==> config.mk <==
export PLATFORM = sky130hd
export DESIGN_NAME = rssc_queue
export DESIGN_NICKNAME = d
export VERILOG_FILES = /design/src/rtl/rssc_pkg.sv /design/src/rtl/rssc_queue.sv
export SDC_FILE = /design/constraint.sdc
export NUM_CORES = 1
export LEC_CHECK = 0
export BUFFER_PORTS_ARGS = -buffer_cell sky130_fd_sc_hd__buf_4
export CAP_MARGIN = 20
export CORE_ASPECT_RATIO = 0.7
export CORE_MARGIN = 4
export CORE_UTILIZATION = 60
export DETAILED_ROUTE_END_ITERATION = 6
export PLACE_DENSITY = 0.83
export SYNTH_ARGS = -nofsm -noshare
export SYNTH_HDL_FRONTEND = slang
export SYNTH_SLANG_ARGS = --single-unit
==> constraint.sdc <==
create_clock -name clk_i -period 8.2 [get_ports clk_i]
set_clock_uncertainty 0.2 [all_clocks]
set_input_delay 0.41 -clock clk_i [delete_from_list [all_inputs] [get_ports clk_i]]
set_output_delay 0.41 -clock clk_i [all_outputs]
set_load 0.05 [all_outputs]
==> src/rtl/rssc_pkg.sv <==
// Package for the rotated/scaled sprite sampler: payload and command types,
// configuration register map and fixed field widths. No dependencies.
`timescale 1ns / 1ps
`default_nettype none

package rssc_pkg;

  localparam int unsigned TexelDepthDefault = 65536;
  localparam int unsigned CoordBitsDefault  = 11;

  localparam int unsigned AddrW   = 16;
  localparam int unsigned ColorW  = 24;
  localparam int unsigned DestW   = 11;
  localparam int unsigned StepPW  = DestW + 1;
  localparam int unsigned StepW   = 22;
  localparam int unsigned StartW  = 28;
  localparam int unsigned SizeW   = 9;
  localparam int unsigned ProdW   = StepPW + 1 + StepW;
  localparam int unsigned SumW    = ProdW + 2;
  localparam int unsigned FracW   = 16;
  localparam int unsigned CfgIdxW = 4;
  localparam int unsigned CfgDataW = 32;

  localparam int unsigned QueuePtrW = 2;
  localparam int unsigned QueueDepth = 1 << QueuePtrW;

  typedef enum logic {
    FUNC_WRITE  = 1'b0,
    FUNC_RENDER = 1'b1
  } func_e;

  typedef enum logic [CfgIdxW-1:0] {
    REG_STEP_COS      = 4'd0,
    REG_STEP_SIN      = 4'd1,
    REG_START_U       = 4'd2,
    REG_START_V       = 4'd3,
    REG_SPRITE_WIDTH  = 4'd4,
    REG_SPRITE_HEIGHT = 4'd5,
    REG_MIRROR_ENABLE = 4'd6,
    REG_ONLY_ON_BLACK = 4'd7
  } cfg_reg_e;

  typedef struct packed {
    logic              func;
    logic [AddrW-1:0]  texel_addr;
    logic [ColorW-1:0] texel_color;
    logic [DestW-1:0]  dest_h;
    logic [DestW-1:0]  dest_v;
    logic              dest_is_black;
  } in_item_t;

  typedef struct packed {
    logic              draw;
    logic [DestW-1:0]  out_h;
    logic [DestW-1:0]  out_v;
    logic [ColorW-1:0] pixel_color;
  } out_item_t;

  typedef struct packed {
    logic signed [StepW-1:0]  step_cos;
    logic signed [StepW-1:0]  step_sin;
    logic signed [StartW-1:0] start_u;
    logic signed [StartW-1:0] start_v;
    logic [SizeW-1:0]         sprite_width;
    logic [SizeW-1:0]         sprite_height;
    logic                     mirror_enable;
    logic                     only_on_black;
  } cfg_t;

  typedef struct packed {
    logic              render;
    logic [AddrW-1:0]  texel_addr;
    logic [ColorW-1:0] texel_color;
    logic [DestW-1:0]  dest_h;
    logic [DestW-1:0]  dest_v;
    logic [StepPW-1:0] hp;
    logic [StepPW-1:0] vp;
    logic              black;
  } cmd_t;

endpackage

`default_nettype wire

==> src/rtl/rssc_queue.sv <==
// Short command queue between front and back end.
// Uses rssc_pkg for the command type and depth.
`timescale 1ns / 1ps
`default_nettype none

module rssc_queue (
  input  wire                  clk_i,
  input  wire                  rst_ni,
  input  wire                  push_valid_i,
  output logic                 push_ready_o,
  input  wire rssc_pkg::cmd_t  push_data_i,
  output logic                 pop_valid_o,
  input  wire                  pop_ready_i,
  output rssc_pkg::cmd_t       pop_data_o
);
  import rssc_pkg::*;

  localparam int unsigned CntW = QueuePtrW + 1;

  cmd_t                 mem_q [QueueDepth];
  logic [QueuePtrW-1:0] wr_ptr_q, rd_ptr_q;
  logic [CntW-1:0]      cnt_q, cnt_d;
  logic                 push, pop;

  assign push_ready_o = (cnt_q != CntW'(QueueDepth));
  assign pop_valid_o  = (cnt_q != '0);
  assign pop_data_o   = mem_q[rd_ptr_q];
  assign push         = push_valid_i && push_ready_o;
  assign pop          = pop_valid_o && pop_ready_i;

  always_comb begin
    cnt_d = cnt_q;
    if (push && !pop) begin
      cnt_d = cnt_q + CntW'(1);
    end else if (pop && !push) begin
      cnt_d = cnt_q - CntW'(1);
    end
  end

  always_ff @(posedge clk_i or negedge rst_ni) begin
    if (!rst_ni) begin
      wr_ptr_q <= '0;
      rd_ptr_q <= '0;
      cnt_q    <= '0;
    end else begin
      cnt_q <= cnt_d;
      if (push) wr_ptr_q <= wr_ptr_q + QueuePtrW'(1);
      if (pop)  rd_ptr_q <= rd_ptr_q + QueuePtrW'(1);
    end
  end

  always_ff @(posedge clk_i) begin
    if (push) begin
      mem_q[wr_ptr_q] <= push_data_i;
    end
  end

endmodule

`default_nettype wire

[After elaboration in Yosys (flattened, before gate mapping)]
Memory sizes are Yosys's and may differ from the RTL's.
Index checks and enable logic that the tools add are counted.
Operators by class
  add/subtract/negate cells: 4
  equality and inequality tests: 1
  mux-type cells: 4
  reductions and logical operators: 8
Operators with widths (count)
  3-bit 2-to-1 mux: 2
  2-bit by 1-bit adder with 2-bit output, second input constant: 2
  1-bit logical AND: 4
  3-bit by 1-bit adder with 3-bit output, second input constant: 1
  3-bit != test, second input constant: 1
  3-bit nonzero test: 1
  3-bit by 1-bit subtractor with 3-bit output, second input constant: 1
  1-bit logical NOT: 2
  1-bit 2-to-1 mux: 2
  2-bit nonzero test: 1
Storage, ports and cells
  flip-flop bits (word level): 7
  RAM bits: 352
  input port bits: 92
  output and inout port bits: 90
  word-level logic and storage cells: 21
  memories: 1
Memories
  mem_q: words 4, width 88, read ports 1, clocked after Yosys merged registers in 0, write ports 1, RTL line rssc_queue.sv:20  | cmd_t mem_q [QueueDepth];

[Logic depth before layout (Yosys ltp)]
Gate-level depths: netlist (run 1).
  depth in word-level cells: 6
  gate-level depth with buffers: 8
  depth with buffers taken out: 8

[Least setup slack after synthesis (run 1)]
Ideal clock, no wire load.
  path kind: reg-to-reg
  start point: register cnt_q[0]
  end point: memory mem_q[0][0] in the netlist's numbering, enable pin
  setup time: 456 ps
  data arrival time: 2820 ps
  required time: 7544 ps
  path slack: 4724 ps
  cell stages (with the launch flop): 4
  buffers on the path: 0
  period minus slack after synthesis: 3476 ps
  cell sequence: dfrtp_1 > nor2_1 > a21boi_2 > and2_1
Between the ends
  longest elaborated chain between the ends: 4
RTL lines
  from (decl): RTL line rssc_queue.sv:22  | logic [CntW-1:0] cnt_q, cnt_d;
  from (signal assigned): RTL line rssc_queue.sv:46  | cnt_q <= cnt_d;
  3-bit != test: RTL line rssc_queue.sv:25  | assign push_ready_o = (cnt_q != CntW'(QueueDepth));
  1-bit logical AND: RTL line rssc_queue.sv:28  | assign push = push_valid_i && push_ready_o;
  via push: RTL line rssc_queue.sv:23  | logic push, pop;
  1-bit 2-to-1 mux: RTL line rssc_queue.sv:53  | if (push) begin
  1-bit 2-to-1 mux (not written as such): RTL line rssc_queue.sv:54  | mem_q[wr_ptr_q] <= push_data_i;
  to (decl): RTL line rssc_queue.sv:20
The timed path passes the listed nets, and every way through them passes these cells.

==> flow_summary_export.csv, run 1 <==
group,metric,value,unit
synthesis,ys_ff_latch,359,
route,ant_nets,0,
timing,hold_viol_final,0,
die,core,21700,sq um
route,remaining_drc_errors,0,
place,dpl_cell_area,14700,sq um
grt,overflow,0,
die,dieWidth,185,microns
route,post_drt_via_cell_ratio,5.75,
synthesis,yosys.area.top_type,"edfxtp_1",
timing,setup_ws,4.36,ns
synthesis,yosysTopAreaCellShare,80.1,%
route,drt_iter0_drc,501,
power_and_ir_drop,leakage,5.77,nW
critical_path,critPathMaxFanout,49,
critical_path,arrival,3.23,ns
clock_tree,clk_pin_slew,0.06,ns
power_and_ir_drop,power,0.00679,W
timing,final.setup.tns,0,ns
timing,rsz0062_at_grt,"false",
die,ioPinCount,182,
route,via_count,6292,
place,io_buffers,181,
grt,first_global_vias,6982,
layout,seq_area,10800,sq um
layout,final_cell_area,16700,sq um
die,start_util,60.9,%
die,dieArea,24500,sq um
power_and_ir_drop,vdd_ir_drop_max,301,uV
flow_run,max_cap_violations,0,
place,dp_hpwl,14.5,mm
worst_hold_path,hold_class,"input pin to asynchronous set/reset pin",
critical_path,endpoint_kind,"primary output",
critical_path,path_class,"register to primary output",
layout,fin_nets,886,
synthesis,yosysWarningCount,0,
grt,grt_pass1_wl,40.4,mm
layout,synthToLayoutAreaGrowth,26.5,%
die,num_rows,45,
synthesis,syn_area,13200,sq um
clock_tree,cts-root-buf,"clkbuf_16",
clock_tree,clk_path_buf_depth,3,
place,place_congestion,0.727,
timing,drv_slew,0,
layout,multi_input_area,2210,sq um
power_and_ir_drop,pwr_density_cell,406,nW/um^2
critical_path,cp_slowest_stage_delay,0.95,ns
synthesis,ys_top_cells_by_area,"edfxtp_1 80%, mux4_2 15%, buf_12 1.4%",
critical_path,critPathTopFamily,"buffers and inverters",
critical_path,worst_path_max_delay_cell,"dfrtp_4",
clock_tree,cts_tree,"built",
route,routedWlPerCell,23.5,microns
grt,antenna_found_initial,1,
clock_tree,cts_inserted_buffers,34,
critical_path,path_common_cell,"buf_4",
route,firstDrtPassIters,5,
die,die_y,132,microns
place,dp_slack,4.74,ns
grt,grt_max_degree,70,
timing,max_freq,261,MHz
timing,fin_crit,3.84,ns
timing,timing.final.crit_share,46.8,%
layout,drive_gt1_share,40.2,%
route,drt-total-wl,25.7,mm
timing,slew_headroom,30.6,%
critical_path,critical_path.cell_chain,"buf_4 -> mux4_2 -> buf_4",
clock_tree,cts-resized-gates,0,
critical_path,crit_buf_inv,2,
timing,setup_viol,0,
layout,n_fill_cell,1067,
timing,worst_pin_slew,1.04,ns
grt,grt_use_total,21.6,%
clock_tree,clock_sink_count,359,
clock_tree,cts-htree-levels,2,
synthesis,netlist-cell-type-count,19,
synthesis,syn_inst,495,
timing,worst_hold_slack,0.0953,ns
clock_tree,insertion_delay,0.49,ns
outcome,status,"complete, no violations",
synthesis,syn_avg_cell_area,26.7,sq um
synthesis,synth_fp_nets,593,
critical_path,start_kind,"register",
critical_path,cp.required,7.59,ns
clock_tree,cts_setup_buffers,0,
synthesis,ys_seq_area_share,81.4,%
-- worst register-to-register path, cell delays in order (launching register included) --
cell	delay [ns]
dfrtp_1	0.42
nor2_1	0.09
a21boi_2	0.34
and2_4	0.61
buf_4	0.70
-- cells in the final DEF (no fill, tap or decap), drive strengths merged, types with 3 or more instances in the layout --
cell,count
and2,4
clkbuf,46
edfxtp,352
dfrtp,7
buf,187
ha,5
mux4,88
xnor2,4
clkinv,10
inv,3
dlygate4sd3,90
-- area by class of cell --
class | count | area share [%]
clock buffer | 46 | 5.74
tap | 282 | 2.11
clock inverter | 13 | 0.667
multi-input combinational | 113 | 13.2
inverter | 3 | 0.0674
antenna | 1 | 0.0150
sequential | 359 | 64.4
timing repair buffer | 277 | 13.8
-- cell families (layout without fill, tap and decap cells) --
logic type | Yosys count | count (layout) | synth area share [%]
and+or+nand+nor | 10 | 10 | 0.389
buffers and inverters | 23 | 339 | 1.93
muxes | 90 | 90 | 15.2
other | 0 | 1 | 0
xor gates and xnor gates | 6 | 6 | 0.398
AOI/OAI and AO/OA | 1 | 1 | 0.0853
adders and majority gates | 6 | 6 | 0.625
DFF | 359 | 359 | 81.4
-- state kept, by name, summed over array words and instances (netlist names) --
signal and count:
wr_ptr_q 2, cnt_q 3, rd_ptr_q 2, mem_q 352
-- report_power, final --
part,internal [W],leakage [nW],switching [W]
Sequential,0.00243,3.30,0.000183
Combinational,0.000929,1.95,0.00173
Clock,0.000883,0.516,0.000628
-- what timing repair did --
item | in CTS | in global routing
hold buffers | 90 | 0
setup endpoints to repair | 0 | 0
hold endpoints to repair | 360 | 0
-- Yosys cell counts --
master,n
nand3_1,1
ha_1,5
mux4_2,88
buf_6,1
xor2_1,2
dfrtp_1,7
fa_1,1
nand2_1,2
buf_4,1
inv_1,3
or3_1,1
mux2_2,2
a21boi_2,1
edfxtp_1,352
buf_2,9
xnor2_1,4
nor2_1,2
buf_12,9
and2_1,4
-- metal layers --
metal / GRT usage [%] / up-vias / routed length [microns]
met1: 31.0 / 3271 / 10300
met3: 6.15 / 36 / 2280
met4: 4.28 / 0 / 380
li1: - / 2716 / -
met2: 34.4 / 269 / 12700
met5: 0 / - / 0
-- stage by stage --
step / std cells / util, %
final: 1094 / 77.1
after global placement: 944 / 68.0
after CTS: 1093 / 77.1
after global routing: 1094 / 77.1
after detailed placement: 944 / 68.0
after floorplan: 495 / -
-- worst paths after layout --
check | from | end | slack, ns | depth (start not counted)
min in group clk_i | push_valid_i | wr_ptr_q[0]$_DFFE_PN0P_ | 0.19 | 3
min | rst_ni | rd_ptr_q[0]$_DFFE_PN0P_ | 0.1 | 2
max reg2reg | cnt_q[0]$_DFFE_PN0P_ | mem_q[1][70]$_DFFE_PP_ | 5.42 | 4
max | rd_ptr_q[0]$_DFFE_PN0P_ | pop_data_o[8] | 4.36 | 3
max in group asynchronous | rst_ni | rd_ptr_q[1]$_DFFE_PN0P_ | 7.56 | 2
min reg2reg | cnt_q[2]$_DFFE_PN0P_ | cnt_q[2]$_DFFE_PN0P_ | 0.34 | 1
Power figures use the tool's default switching activity.
==> run 2: changes to the inputs <==
--- a/config.mk
+++ b/config.mk
@@ -9,9 +9,9 @@
 export CAP_MARGIN = 20
 export CORE_ASPECT_RATIO = 0.7
 export CORE_MARGIN = 4
-export CORE_UTILIZATION = 60
+export CORE_UTILIZATION = 51
 export DETAILED_ROUTE_END_ITERATION = 6
-export PLACE_DENSITY = 0.83
+export PLACE_DENSITY = 0.75
 export SYNTH_ARGS = -nofsm -noshare
 export SYNTH_HDL_FRONTEND = slang
 export SYNTH_SLANG_ARGS = --single-unit
==> constraint.sdc (replaced) <==
create_clock -name clk_i -period 3.13 [get_ports clk_i]
set_clock_uncertainty 0.2 [all_clocks]
set_input_delay 0.1565 -clock clk_i [delete_from_list [all_inputs] [get_ports clk_i]]
set_output_delay 0.1565 -clock clk_i [all_outputs]
set_load 0.05 [all_outputs]
==> flow_summary_export.csv, run 2 (synthesized netlist as in run 1, its figures left out) <==
group,metric,value,unit
outcome,status,"complete, no violations",
grt,overflow,0,
route,ant_nets,0,
timing,rsz0062_at_grt,"false",
power_and_ir_drop,power,0.0182,W
timing,fin_crit,2.76,ns
flow_run,max_cap_violations,0,
critical_path,path_class,"register to primary output",
critical_path,arrival,2.40,ns
place,dp_hpwl,15.6,mm
layout,fin_cells,1149,
timing,slew_headroom,61.9,%
clock_tree,clk_path_buf_depth,3,
power_and_ir_drop,leakage,5.91,nW
route,remaining_drc_errors,0,
layout,seq_area,10800,sq um
die,num_rows,48,
clock_tree,cts_tree,"built",
route,firstDrtPassIters,4,
critical_path,start_kind,"register",
clock_tree,hold_buffers,92,
power_and_ir_drop,vdd_ir_drop_max,980,uV
place,io_buffers,181,
power_and_ir_drop,pwr_density_cell,1070,nW/um^2
grt,grt_pass1_wl,41.2,mm
critical_path,critPathMaxFanout,22,
die,dieWidth,200,microns
die,start_util,52.7,%
worst_hold_path,hold_class,"input pin to register",
die,die_y,143,microns
clock_tree,cts-root-buf,"clkbuf_16",
worst_hold_path,whs_path_depth,2,
layout,largest_reg_flops,352,
clock_tree,clock_sink_count,359,
critical_path,ff2ff_path_depth,8,
grt,grt_use_total,18.8,%
die,core,25000,sq um
clock_tree,cts-htree-levels,2,
route,via_count,6264,
layout,fin_nets,899,
clock_tree,cts_inserted_buffers,35,
timing,hold_viol_final,0,
die,ioPinCount,182,
timing,worst_pin_slew,0.571,ns
layout,reg.largest.list,"mem_q (352), cnt_q (3)",
place,place_inst,997,
layout,most-common-layout-cells,"352 x edfxtp_1, 188 x buf_4, 92 x dlygate4sd3_1",
layout,n_fill_cell,1543,
layout,final_common_cell,"edfxtp_1",
timing,timing.final.crit_share,88.1,%
critical_path,cp.required,2.77,ns
grt,antenna_found_initial,1,
timing,final.setup.tns,0,ns
layout,regMostFlops,"mem_q",
layout,drive_gt1_share,41.9,%
clock_tree,insertion_delay,0.51,ns
critical_path,endpoint_kind,"primary output",
place,place_congestion,0.761,
timing,drv_slew,0,
layout,multi_input_area,2210,sq um
timing,max_freq,363,MHz
layout,synthToLayoutAreaGrowth,29.0,%
route,post_drt_via_cell_ratio,5.45,
grt,grt_max_degree,37,
clock_tree,clk_pin_slew,0.06,ns
clock_tree,cts-resized-gates,0,
route,drt_iter0_drc,364,
route,drt-total-wl,26.4,mm
die,dieArea,28600,sq um
route,routedWlPerCell,22.9,microns
grt,first_global_vias,7038,
clock_tree,cts_setup_buffers,0,
timing,setup_viol,0,
==> run 2: cell count changes in the layout (fill, tap and decap cells not counted) <==
cell	delta
buf_4	+1
buf_12	+9
clkinvlp_4	-1
clkinv_1	-3
clkinv_2	+8
dlygate4sd3_1	+2
bufinv_16	+2
clkbuf_1	-6
==> run 2: layout make-up <==
class                   instances  area share [%]
diodes                          1          0.0147
clock buffers                  40            5.50
clock inverters                19            1.13
inverters                       3          0.0661
multi-input cells             113            13.0
flip-flops and latches        359            63.1
well taps                     325            2.39
repair buffers                289            14.8
==> run 2: where the power goes <==
part / internal [W] / leakage [nW] / switching [W]
registers: 0.00636 / 3.30 / 0.000338
logic: 0.00260 / 2.04 / 0.00477
clock network: 0.00247 / 0.563 / 0.00165
total: 0.0114 / 5.91 / 0.00676
==> run 2: per-stage QoR <==
step | util, % | hold WS (ns) | instance area (sq um) | worst slack [ns]
finish | 68.0 | 0.193 | 17000 | 0.374
floorplan | - | -0.339 | 13200 | 0.618
global route | 68.0 | 0.177 | 17000 | 0.223
global placement | 59.8 | -0.229 | 15000 | 0.846
CTS | 68.0 | 0.165 | 17000 | 0.291
detailed placement | 59.8 | -0.223 | 15000 | 0.783
==> run 2: final timing paths <==
check,start,endpoint,slack [ns]
setup / recovery,rd_ptr_q[0]$_DFFE_PN0P_,pop_data_o[61],0.37
hold / removal,push_data_i[47],mem_q[2][47]$_DFFE_PP_,0.19
setup reg to reg,cnt_q[0]$_DFFE_PN0P_,cnt_q[2]$_DFFE_PN0P_,0.80
hold reg to reg,cnt_q[2]$_DFFE_PN0P_,cnt_q[2]$_DFFE_PN0P_,0.33
max in group asynchronous,rst_ni,rd_ptr_q[1]$_DFFE_PN0P_,2.00
min in group asynchronous,rst_ni,cnt_q[2]$_DFFE_PN0P_,0.44
==> run 2: layer usage <==
layer / wire length (microns) / vias up / GRT usage (%) / part of all wire [%]
met1: 10900 / 3290 / 25.6 / 41
met5: 0 / - / 0 / 0
li1: - / 2743 / - / -
met3: 1820 / 26 / 4.81 / 6.9
met2: 13300 / 205 / 31.8 / 50
met4: 374 / 0 / 4.05 / 1.4
==> run 2: worst max-delay path, stage by stage, from the launching register on <==
cell	delay, ns
dfrtp_4	0.73
buf_4	0.33
mux4_2	0.59
buf_4	0.22
