==> src/rtl/rssc_pkg.sv <==
// Package for the rotated/scaled sprite sampler: payload and command types,
// configuration register map and fixed field widths. No dependencies.
`timescale 1ns / 1ps
`default_nettype none

package rssc_pkg;

  localparam int unsigned TexelDepthDefault = 65536;
  localparam int unsigned CoordBitsDefault  = 11;

  localparam int unsigned AddrW   = 16;
  localparam int unsigned ColorW  = 24;
  localparam int unsigned DestW   = 11;
  localparam int unsigned StepPW  = DestW + 1;
  localparam int unsigned StepW   = 22;
  localparam int unsigned StartW  = 28;
  localparam int unsigned SizeW   = 9;
  localparam int unsigned ProdW   = StepPW + 1 + StepW;
  localparam int unsigned SumW    = ProdW + 2;
  localparam int unsigned FracW   = 16;
  localparam int unsigned CfgIdxW = 4;
  localparam int unsigned CfgDataW = 32;

  localparam int unsigned QueuePtrW = 2;
  localparam int unsigned QueueDepth = 1 << QueuePtrW;

  typedef enum logic {
    FUNC_WRITE  = 1'b0,
    FUNC_RENDER = 1'b1
  } func_e;

  typedef enum logic [CfgIdxW-1:0] {
    REG_STEP_COS      = 4'd0,
    REG_STEP_SIN      = 4'd1,
    REG_START_U       = 4'd2,
    REG_START_V       = 4'd3,
    REG_SPRITE_WIDTH  = 4'd4,
    REG_SPRITE_HEIGHT = 4'd5,
    REG_MIRROR_ENABLE = 4'd6,
    REG_ONLY_ON_BLACK = 4'd7
  } cfg_reg_e;

  typedef struct packed {
    logic              func;
    logic [AddrW-1:0]  texel_addr;
    logic [ColorW-1:0] texel_color;
    logic [DestW-1:0]  dest_h;
    logic [DestW-1:0]  dest_v;
    logic              dest_is_black;
  } in_item_t;

  typedef struct packed {
    logic              draw;
    logic [DestW-1:0]  out_h;
    logic [DestW-1:0]  out_v;
    logic [ColorW-1:0] pixel_color;
  } out_item_t;

  typedef struct packed {
    logic signed [StepW-1:0]  step_cos;
    logic signed [StepW-1:0]  step_sin;
    logic signed [StartW-1:0] start_u;
    logic signed [StartW-1:0] start_v;
    logic [SizeW-1:0]         sprite_width;
    logic [SizeW-1:0]         sprite_height;
    logic                     mirror_enable;
    logic                     only_on_black;
  } cfg_t;

  typedef struct packed {
    logic              render;
    logic [AddrW-1:0]  texel_addr;
    logic [ColorW-1:0] texel_color;
    logic [DestW-1:0]  dest_h;
    logic [DestW-1:0]  dest_v;
    logic [StepPW-1:0] hp;
    logic [StepPW-1:0] vp;
    logic              black;
  } cmd_t;

endpackage

`default_nettype wire

==> src/rtl/rssc_front.sv <==
// Front end: configuration registers, input transaction register and command
// classification (write vs render, masked and stepped coordinates). Uses rssc_pkg.
`timescale 1ns / 1ps
`default_nettype none

module rssc_front #(
  parameter int unsigned COORD_BITS = rssc_pkg::CoordBitsDefault
) (
  input  wire                           clk_i,
  input  wire                           rst_ni,
  input  wire                           in_valid_i,
  output logic                          in_ready_o,
  input  wire rssc_pkg::in_item_t       in_data_i,
  input  wire                           cfg_valid_i,
  output logic                          cfg_ready_o,
  input  wire [rssc_pkg::CfgIdxW-1:0]   cfg_index_i,
  input  wire [rssc_pkg::CfgDataW-1:0]  cfg_data_i,
  output rssc_pkg::cfg_t                cfg_o,
  output logic                          cmd_valid_o,
  input  wire                           cmd_ready_i,
  output rssc_pkg::cmd_t                cmd_o
);
  import rssc_pkg::*;

  localparam logic [DestW-1:0] CoordMask =
    (COORD_BITS >= DestW) ? {DestW{1'b1}} : DestW'((1 << COORD_BITS) - 1);

  cfg_t cfg_q;
  logic vld_q;
  cmd_t cmd_q, cmd_d;

  assign cfg_ready_o = 1'b1;
  assign cfg_o       = cfg_q;
  assign in_ready_o  = !vld_q || cmd_ready_i;
  assign cmd_valid_o = vld_q;
  assign cmd_o       = cmd_q;

  always_ff @(posedge clk_i or negedge rst_ni) begin
    if (!rst_ni) begin
      cfg_q.step_cos      <= StepW'(65536);
      cfg_q.step_sin      <= '0;
      cfg_q.start_u       <= '0;
      cfg_q.start_v       <= '0;
      cfg_q.sprite_width  <= SizeW'(256);
      cfg_q.sprite_height <= SizeW'(256);
      cfg_q.mirror_enable <= 1'b0;
      cfg_q.only_on_black <= 1'b0;
    end else if (cfg_valid_i) begin
      unique case (cfg_reg_e'(cfg_index_i))
        REG_STEP_COS:      cfg_q.step_cos      <= cfg_data_i[StepW-1:0];
        REG_STEP_SIN:      cfg_q.step_sin      <= cfg_data_i[StepW-1:0];
        REG_START_U:       cfg_q.start_u       <= cfg_data_i[StartW-1:0];
        REG_START_V:       cfg_q.start_v       <= cfg_data_i[StartW-1:0];
        REG_SPRITE_WIDTH:  cfg_q.sprite_width  <= cfg_data_i[SizeW-1:0];
        REG_SPRITE_HEIGHT: cfg_q.sprite_height <= cfg_data_i[SizeW-1:0];
        REG_MIRROR_ENABLE: cfg_q.mirror_enable <= cfg_data_i[0];
        REG_ONLY_ON_BLACK: cfg_q.only_on_black <= cfg_data_i[0];
        default: ;
      endcase
    end
  end

  always_comb begin
    cmd_d.render      = (in_data_i.func == FUNC_RENDER);
    cmd_d.texel_addr  = in_data_i.texel_addr;
    cmd_d.texel_color = in_data_i.texel_color;
    cmd_d.dest_h      = in_data_i.dest_h;
    cmd_d.dest_v      = in_data_i.dest_v;
    cmd_d.hp          = StepPW'(in_data_i.dest_h & CoordMask) + StepPW'(1);
    cmd_d.vp          = StepPW'(in_data_i.dest_v & CoordMask) + StepPW'(1);
    cmd_d.black       = in_data_i.dest_is_black;
  end

  always_ff @(posedge clk_i or negedge rst_ni) begin
    if (!rst_ni) begin
      vld_q <= 1'b0;
    end else if (in_ready_o) begin
      vld_q <= in_valid_i;
    end
  end

  always_ff @(posedge clk_i) begin
    if (in_ready_o && in_valid_i) begin
      cmd_q <= cmd_d;
    end
  end

endmodule

`default_nettype wire

==> config.mk <==
export PLATFORM = sky130hd
export DESIGN_NAME = rssc_front
export DESIGN_NICKNAME = d
export VERILOG_FILES = /design/src/rtl/rssc_pkg.sv /design/src/rtl/rssc_front.sv
export SDC_FILE = /design/constraint.sdc
export NUM_CORES = 1
export LEC_CHECK = 0
export ABC_CLOCK_PERIOD_IN_PS = 8400
export BUFFER_PORTS_ARGS = -buffer_cell sky130_fd_sc_hd__buf_2
export CORE_MARGIN = 2
export CORE_UTILIZATION = 45
export DETAILED_ROUTE_END_ITERATION = 12
export GPL_TIMING_DRIVEN = 0
export MAX_ROUTING_LAYER = met4
export PLACE_DENSITY = 0.81
export REMOVE_ABC_BUFFERS = 1
export SYNTH_ARGS = -nofsm -noshare
export SYNTH_HDL_FRONTEND = slang
export SYNTH_SLANG_ARGS = --single-unit
export TNS_END_PERCENT = 1
==> constraint.sdc <==
create_clock -name clk_i -period 8.4 [get_ports clk_i]
set_input_delay 0.42 -clock clk_i [delete_from_list [all_inputs] [get_ports clk_i]]
set_output_delay 0.42 -clock clk_i [all_outputs]
set_load 0.005 [all_outputs]
======== Word-level counts from Yosys, hierarchy flattened ========
Index checks and enable logic that the tools add are counted.
storage, ports and cells
  register bits ........................... 209
  input bits .............................. 105
  output and inout bits ................... 211
  logic and storage cells ................. 38
cells by class
  add/subtract/negate cells ............... 2
  equal/unequal tests ..................... 7
  reductions and logical operators ........ 12
operator list
  operator                 number
  $add A11 B1 Y12 const B  2
  $eq A4 B3 Y1 const B     4
  $reduce_and A2 Y1        8
  $eq A4 B2 Y1 const B     2
  $eq A4 B1 Y1 const B     1
  $logic_not A4 Y1         1
  $logic_and A1 B1 Y1      1
  $logic_not A1 Y1         1
  $logic_or A1 B1 Y1       1

======== Depth between registers and ports, before layout ========
Gate-level depths: netlist of the first run.
  word-level depth ........................ 3
  depth in mapped cells ................... 5
  depth with buffers taken out ............ 3

======== Least setup slack after synthesis of the first run ========
No wires, ideal clock.
  kind .................................... in2reg
  start ................................... input cmd_ready_i
  end ..................................... register cmd_q (netlist bit cmd_o[0]) (enable)
  setup time .............................. 0.457 ns
  arrival ................................. 2.632 ns
  required time ........................... 7.943 ns
  path slack .............................. 5.311 ns
  cell stages on the path ................. 2
  path buffers ............................ 0
  cells stage by stage .................... nand2b_1 and2_1
on the way
  longest elaborated chain between the ends .. 2
RTL lines
  element               line              source
  from (decl)           rssc_front.sv:20  input wire cmd_ready_i,
  $logic_or A1 B1 Y1    rssc_front.sv:34  assign in_ready_o = !vld_q || cmd_ready_i;
  $logic_and A1 B1 Y1   rssc_front.sv:83  if (in_ready_o && in_valid_i) begin
  to (signal assigned)  rssc_front.sv:84  cmd_q <= cmd_d;
  to (decl)             rssc_front.sv:30  cmd_t cmd_q, cmd_d;
Every way passes these cells.
A chain may end at the register's enable or synchronous reset.

======== Worst setup path after layout of the first run ========
  start ................................... input cfg_index_i[3] (netlist name)
  end ..................................... register cfg_q (netlist bit cfg_o[62])
on the way
  longest elaborated chain between the ends .. 2
RTL lines
  element                      line              source
  from (decl)                  rssc_front.sv:16  input wire [rssc_pkg::CfgIdxW-1:0] cfg_index_i,
  $eq A4 B2 Y1                 rssc_front.sv:49  unique case (cfg_reg_e'(cfg_index_i))
  $reduce_and A2 Y1 (no line)  -
  to (decl)                    rssc_front.sv:28  cfg_t cfg_q;
Every way passes these cells.

==> run metrics, run 1 <==
status finished clean; area of the multi-input gates 1830 um2; sequential share of power 0.485; ys async rst share 0.579; Power Dens Cells around 260 nW/um2; I/O pins 316; number of DRC markers in iteration 0 between 100 and 150; Post-CTS Setup Bufs 0; Sink Count 209; post-cts gate resize count 0; pre-CTS WS 6.13 ns; die width roughly 130 um; GRT overflow 0; chip height between 100 and 150 um; starting density of the core 0.459; post-synthesis sequential area ratio 0.745; hold crit path type primary input to flop; most area-consuming cells after synthesis dfrtp_1 39%, edfxtp_1 35%, mux2_2 17%; final slew viol count 0; Hold Vio Cnt, Final 0; Switching Fraction 0.233; DIE AREA 18000 um2; final core utilization 0.614; Netlist cell types 27; Yosys top cell area share 0.388; Post-Layout Inst Area 10200 um2; Reg area 5670 um2; via count 4784; Worst Setup Slack, final about 6.6 ns; vias in the first global route ~5000; WL final about 19 mm; RSZ-0062 raised after global routing false; logic gate share of total power 0.151; RD Place Congestion 0.827; drt wl/cell 19.0 um; worst slew pin tran 1.13 ns; Max Fclk 564 MHz; slew margin rel. 0.242; Synth warnings 0; FF-to-FF setup slack 6.71 ns; Max-Cap Viols 0; Port Buffer Count 310; main flop type after synthesis dfrtp_1; floorplan core area ~17000 um2; Post-Syn Area 7620 um2; cts hold-fix bufs 1; Total GRT Usage 0.208; R2R Path End cmd_o[3]; Synth Area per Inst 18.5 um2; CTS root buf clkbuf_16; layout cell share with drive strength beyond 1 0.630; CTS clk-pin slew, worst paths roughly 0.06 ns; fin crit period 1.77 ns; cell-internal power 2.07 mW; sum of negative setup slack 0 ns; critical path endpoint cfg_o[62]; area leader, netlist dfrtp_1; Critical Path AT 2.13 ns; DP HPWL ~13 mm; Clock Skew 0.00428 ns; row count 47; flops & latches, synth about 210; fin crit share 0.211; number of enable flip-flop cells after synthesis 88; Worst Reg2Reg Path Length in Cells 3; TritonCTS clock tree yes; clk buf depth 3; crit path max fanout 16; post-route ant nets 0; H-tree levels 1; area post-placement 9430 um2; DRC Markers 0; nature of the critical path endpoint flop; worst vdd ir ~0.17 mV; NetSw 0.628 mW; largest net degree at the start of global routing 97; drt via density 4.90; first-pass GRT wire length about 28 mm; initial antenna violation count 2; Total Nets Final approximately 850; # setup viols final 0; first-pass iteration count of the detailed router 4; Post-Synthesis Cells a little over 400; top-count cell post-synth dfrtp_1; leak pwr 4.72 nW; CTS Buf Count 22; crit start category primary input; Skew-Pair Late Insertion Delay 0.49 ns; critical path startpoint cfg_index_i[3]; RR Startpoint cmd_valid_o; P&R area growth vs syn 33.7%; crit path kind primary input to flop; Required @ worst endpoint roughly 9 ns; synth cell count leaders 118 x dfrtp_1, 116 x mux2_2, 88 x edfxtp_1; Clk pwr share 0.364; FILL cells between 1000 and 1500
[area by class of cell]
| class | instances | share of cell area |
|---|---|---|
| multi-input combinational | 188 | 0.180 |
| sequential | 209 | 0.557 |
| clock inverter | 7 | 0.00835 |
| timing repair buffer | 315 | 0.161 |
| inverter | 2 | 0.000737 |
| antenna | 2 | 0.000491 |
| tap | 220 | 0.0270 |
| clock buffer | 33 | 0.0651 |
[critical path: stages]
cell and delay [ns]:
buf_2 0.12, nor3b_4 0.25, nand3b_1 0.62, buf_8 0.41
mux2_2 0.31
[state kept, by name (all words and copies together) (netlist names)]
name,count
cfg_o,120
cmd_o,88
cmd_valid_o,1
[power groups by stage]
stage / clock (mW) / combinational (mW) / sequential, mW
after global routing: 1.05 / 0.445 / 1.32
after CTS: 1.01 / 0.414 / 1.31
after detailed placement: 0 / 0.411 / 1.32
after global placement: 0 / 0.395 / 1.32
final: 0.983 / 0.407 / 1.31
after floorplan: 0 / 0.140 / 1.34
[cells by family (layout without fill, tap and decap cells)]
logic type               Yosys count  after routing  synth area share
XOR/XNOR                          18             18            0.0207
adder cells (fa/ha/maj)            2              2           0.00328
buffers and inverters             15            357            0.0158
flip-flops                       209            209             0.745
multiplexers                     120            120             0.179
other                              1              3          0.000492
AND/OR/NAND/NOR                   47             47            0.0363
[how the worst min path moves through the flow]
stage,startpoint,endpoint,cells past startpoint
floorplan,rst_ni,cfg_o[0],0
global placement,cfg_o[28],cfg_o[28],1
detailed placement,rst_ni,cfg_o[2],1
CTS,in_data_i[51],cmd_o[75],1
global route,in_data_i[45],cmd_o[69],1
finish,in_data_i[51],cmd_o[75],1
[metrics by stage]
stage	power, mW	hold slack (ns)	std cells
after global routing	2.82	0.0777	976
after floorplan	1.48	0.124	399
after global placement	1.71	0.463	929
after detailed placement	1.74	0.304	933
final	2.70	0.100	976
after CTS	2.73	0.0792	974
[cell usage in the layout, fill, tap and decap left out, drive strengths merged]
cell type and instances:
buf 314, and2 1, nand3 10, conb 1, and3 2, nor3 3, clkinv 5, bufinv 2
dlygate4sd3 1, nand2b 3, nor2 5, edfxtp 88, xor2 6, diode 2, dfrtp 118, xnor2 12
nand3b 3, mux2 120, and4 4, nand2 7, inv 2, nor3b 3, clkbuf 33, dfstp 3
ha 2, nand4 6
[layer usage]
layer	share of wire	global-route usage
met1	0.38	0.241
met2	0.48	0.334
met3	0.12	0.0937
met4	0.017	0.0491
met5	0	-
(Power assumes the default switching activity.)
==> run 2, diff against run 1 <==
--- a/config.mk
+++ b/config.mk
@@ -5,10 +5,10 @@
 export SDC_FILE = /design/constraint.sdc
 export NUM_CORES = 1
 export LEC_CHECK = 0
-export ABC_CLOCK_PERIOD_IN_PS = 8400
+export ABC_CLOCK_PERIOD_IN_PS = 1550
 export BUFFER_PORTS_ARGS = -buffer_cell sky130_fd_sc_hd__buf_2
 export CORE_MARGIN = 2
-export CORE_UTILIZATION = 45
+export CORE_UTILIZATION = 43
 export DETAILED_ROUTE_END_ITERATION = 12
 export GPL_TIMING_DRIVEN = 0
 export MAX_ROUTING_LAYER = met4
==> constraint.sdc (replaced) <==
create_clock -name clk_i -period 1.55 [get_ports clk_i]
set_input_delay 0.0775 -clock clk_i [delete_from_list [all_inputs] [get_ports clk_i]]
set_output_delay 0.0775 -clock clk_i [all_outputs]
set_load 0.005 [all_outputs]
==> run 2 against run 1 <==
Compared with the run above: utilization grew 2.7 points; register-to-register slack lost 6.7 ns; setup slack lost 6.6 ns; via count grew 11%; global-route usage grew 2.1 points; critical path depth shrank 2; hold slack lost 0.026 ns; largest cell class unchanged.
==> run metrics, run 2 (synthesis gave the netlist of run 1 again) <==
status finished clean; commonest non-fill, non-tap cell in the layout buf_2; TritonCTS clock tree yes; via count 5314 (+11%); nature of the critical path endpoint flop; RR Startpoint cmd_valid_o; pre-CTS WS -0.665 ns (-6.79 ns); Power Dens Cells 1310 nW/um2 (+390%); RSZ-0062 raised after global routing true; most frequent cells in the layout 309 x buf_2, 118 x dfrtp_1, 116 x mux2_2; Hold Vio Cnt, Final 0 (unchanged); number of DRC markers in iteration 0 201 (+60%); Post-Layout Inst Area 11100 um2 (+8.9%); met1 Usage GRT 0.250 (+0.00940); fin crit share 0.977; CTS clk-pin slew, worst paths 0.06 ns (about the same); DRC Markers 0 (unchanged); met2 usage 0.398 (+0.0633); chip height 137 um (+2.2%); worst vdd ir 1.15 mV (+570%); crit path max fanout 45 (+29); critical path startpoint cmd_valid_o; Largest register FFs 120 (unchanged); crit path kind flop to flop; P&R area growth vs syn 45.7%; met3 Use GR 0.0596 (-0.0341); final slew viol count 0 (unchanged); Critical Path AT 1.69 ns (-0.44 ns); Required @ worst endpoint 1.73 ns (-7.03 ns); Worst Setup Slack, final 0.0358 ns (-6.59 ns); leak pwr 5.09 nW (+7.9%); initial antenna violation count 1 (-1); GR peak layer met2; Total GRT Usage 0.228 (+0.0206); worst slew pin tran 0.885 ns (-0.249 ns); # setup viols final 0 (unchanged); Clock Skew 0.0231 ns (+0.0188 ns); layout cell share with drive strength beyond 1 0.559 (-0.0706); clk buf depth 3 (unchanged); Max Fclk ~660 MHz; slew margin rel. 0.408 (+0.166); starting density of the core 0.441 (-0.0189); DIE AREA 18800 um2 (+4.5%); Skew-Pair Late Insertion Delay 0.51 ns (+0.02 ns); drt via density 4.93 (+0.66%); drt wl/cell 20.0 um (+5.3%); H-tree levels 1 (unchanged); GRT overflow 0 (unchanged); floorplan core area 17300 um2 (+4.3%); hold crit path type primary input to async pin; DP HPWL 13.1 mm (-0.35%); area post-placement 9410 um2 (-0.15%); Port Buffer Count 310 (unchanged); CTS root buf clkbuf_16; fin crit period 1.51 ns; row count 48 (+2.1%); post-route ant nets 0 (unchanged); RD Place Congestion 0.825 (-0.29%); die width 137 um (+2.2%); first-pass GRT wire length 31.6 mm (+13%); Total Nets Final 942 (+11%); WL final 21.5 mm (+16%); largest net degree at the start of global routing 82 (-15%); Max-Cap Viols 0 (unchanged); I/O pins 316 (unchanged); crit start category flop; Sink Count 209 (unchanged); vias in the first global route 5747 (+13%); CTS Buf Count 22 (unchanged); first-pass iteration count of the detailed router 5 (+1)
-- run 2: cell type report --
type / instances / area [um2]
Antenna cell: 1 / 2.50
Clock buffer: 29 / 591
Clock inverter: 11 / 91.3
Fill cell: 1193 / 6200
Inverter: 2 / 7.51
Multi-Input combinational cell: 190 / 1860
Sequential cell: 209 / 5670
Tap cell: 225 / 282
Timing Repair Buffer: 410 / 2590
-- run 2: repair_timing --
item / CTS / global route
setup buffers: 0 / 2
gates cloned: 2 / 0
endpoints found under the hold margin: 327 / 0
gates resized for setup: 5 / 0
setup endpoints to repair: 76 / 61
hold buffers: 95 / 0
pin swaps: 2 / 1
-- run 2: through the flow --
| stage | power (mW) | util | hold WS (ns) | instances | setup TNS (ns) |
|---|---|---|---|---|---|
| global placement | 9.29 | 0.540 | 0.254 | 934 | -391.19 |
| detailed placement | 9.41 | 0.544 | 0.0202 | 937 | -44.95 |
| CTS | 14.6 | 0.641 | 0.0704 | 1074 | 0 |
| finish | 14.5 | 0.642 | 0.0741 | 1077 | 0 |
| floorplan | 8.01 | - | -0.218 | 399 | -134.15 |
| global route | 15.2 | 0.642 | 0.0926 | 1077 | -1.26 |
-- run 2: final timing paths --
| kind | end | slack [ns] | cells past startpoint |
|---|---|---|---|
| max | cmd_o[40] | 0.04 | 3 |
| min | cfg_o[0] | 0.07 | 2 |
| max reg2reg | cmd_o[40] | 0.04 | 3 |
| min reg2reg | cfg_o[86] | 0.50 | 1 |
| max in group asynchronous | cfg_o[114] | 0.75 | 3 |
| min in group clk_i | cfg_o[1] | 0.10 | 3 |
-- run 2: layer usage --
layer | share of wire | vias up
met5 | 0 | -
met4 | 0.034 | 0
met3 | 0.088 | 59
met2 | 0.51 | 276
met1 | 0.36 | 2618
li1 | - | 2361
-- run 2: worst max-delay path, cell delays in order (launching register included) --
cell	delay (ns)
dfrtp_1	0.42
nand2b_4	0.12
and2_4	0.37
buf_16	0.27
-- run 2: where the power goes --
part / total [mW] / internal [mW] / switching [mW]
Sequential: 7.10 / 6.69 / 0.416
Combinational: 2.44 / 1.40 / 1.04
Clock: 4.99 / 2.86 / 2.13
Total: 14.5 / 11.0 / 3.58
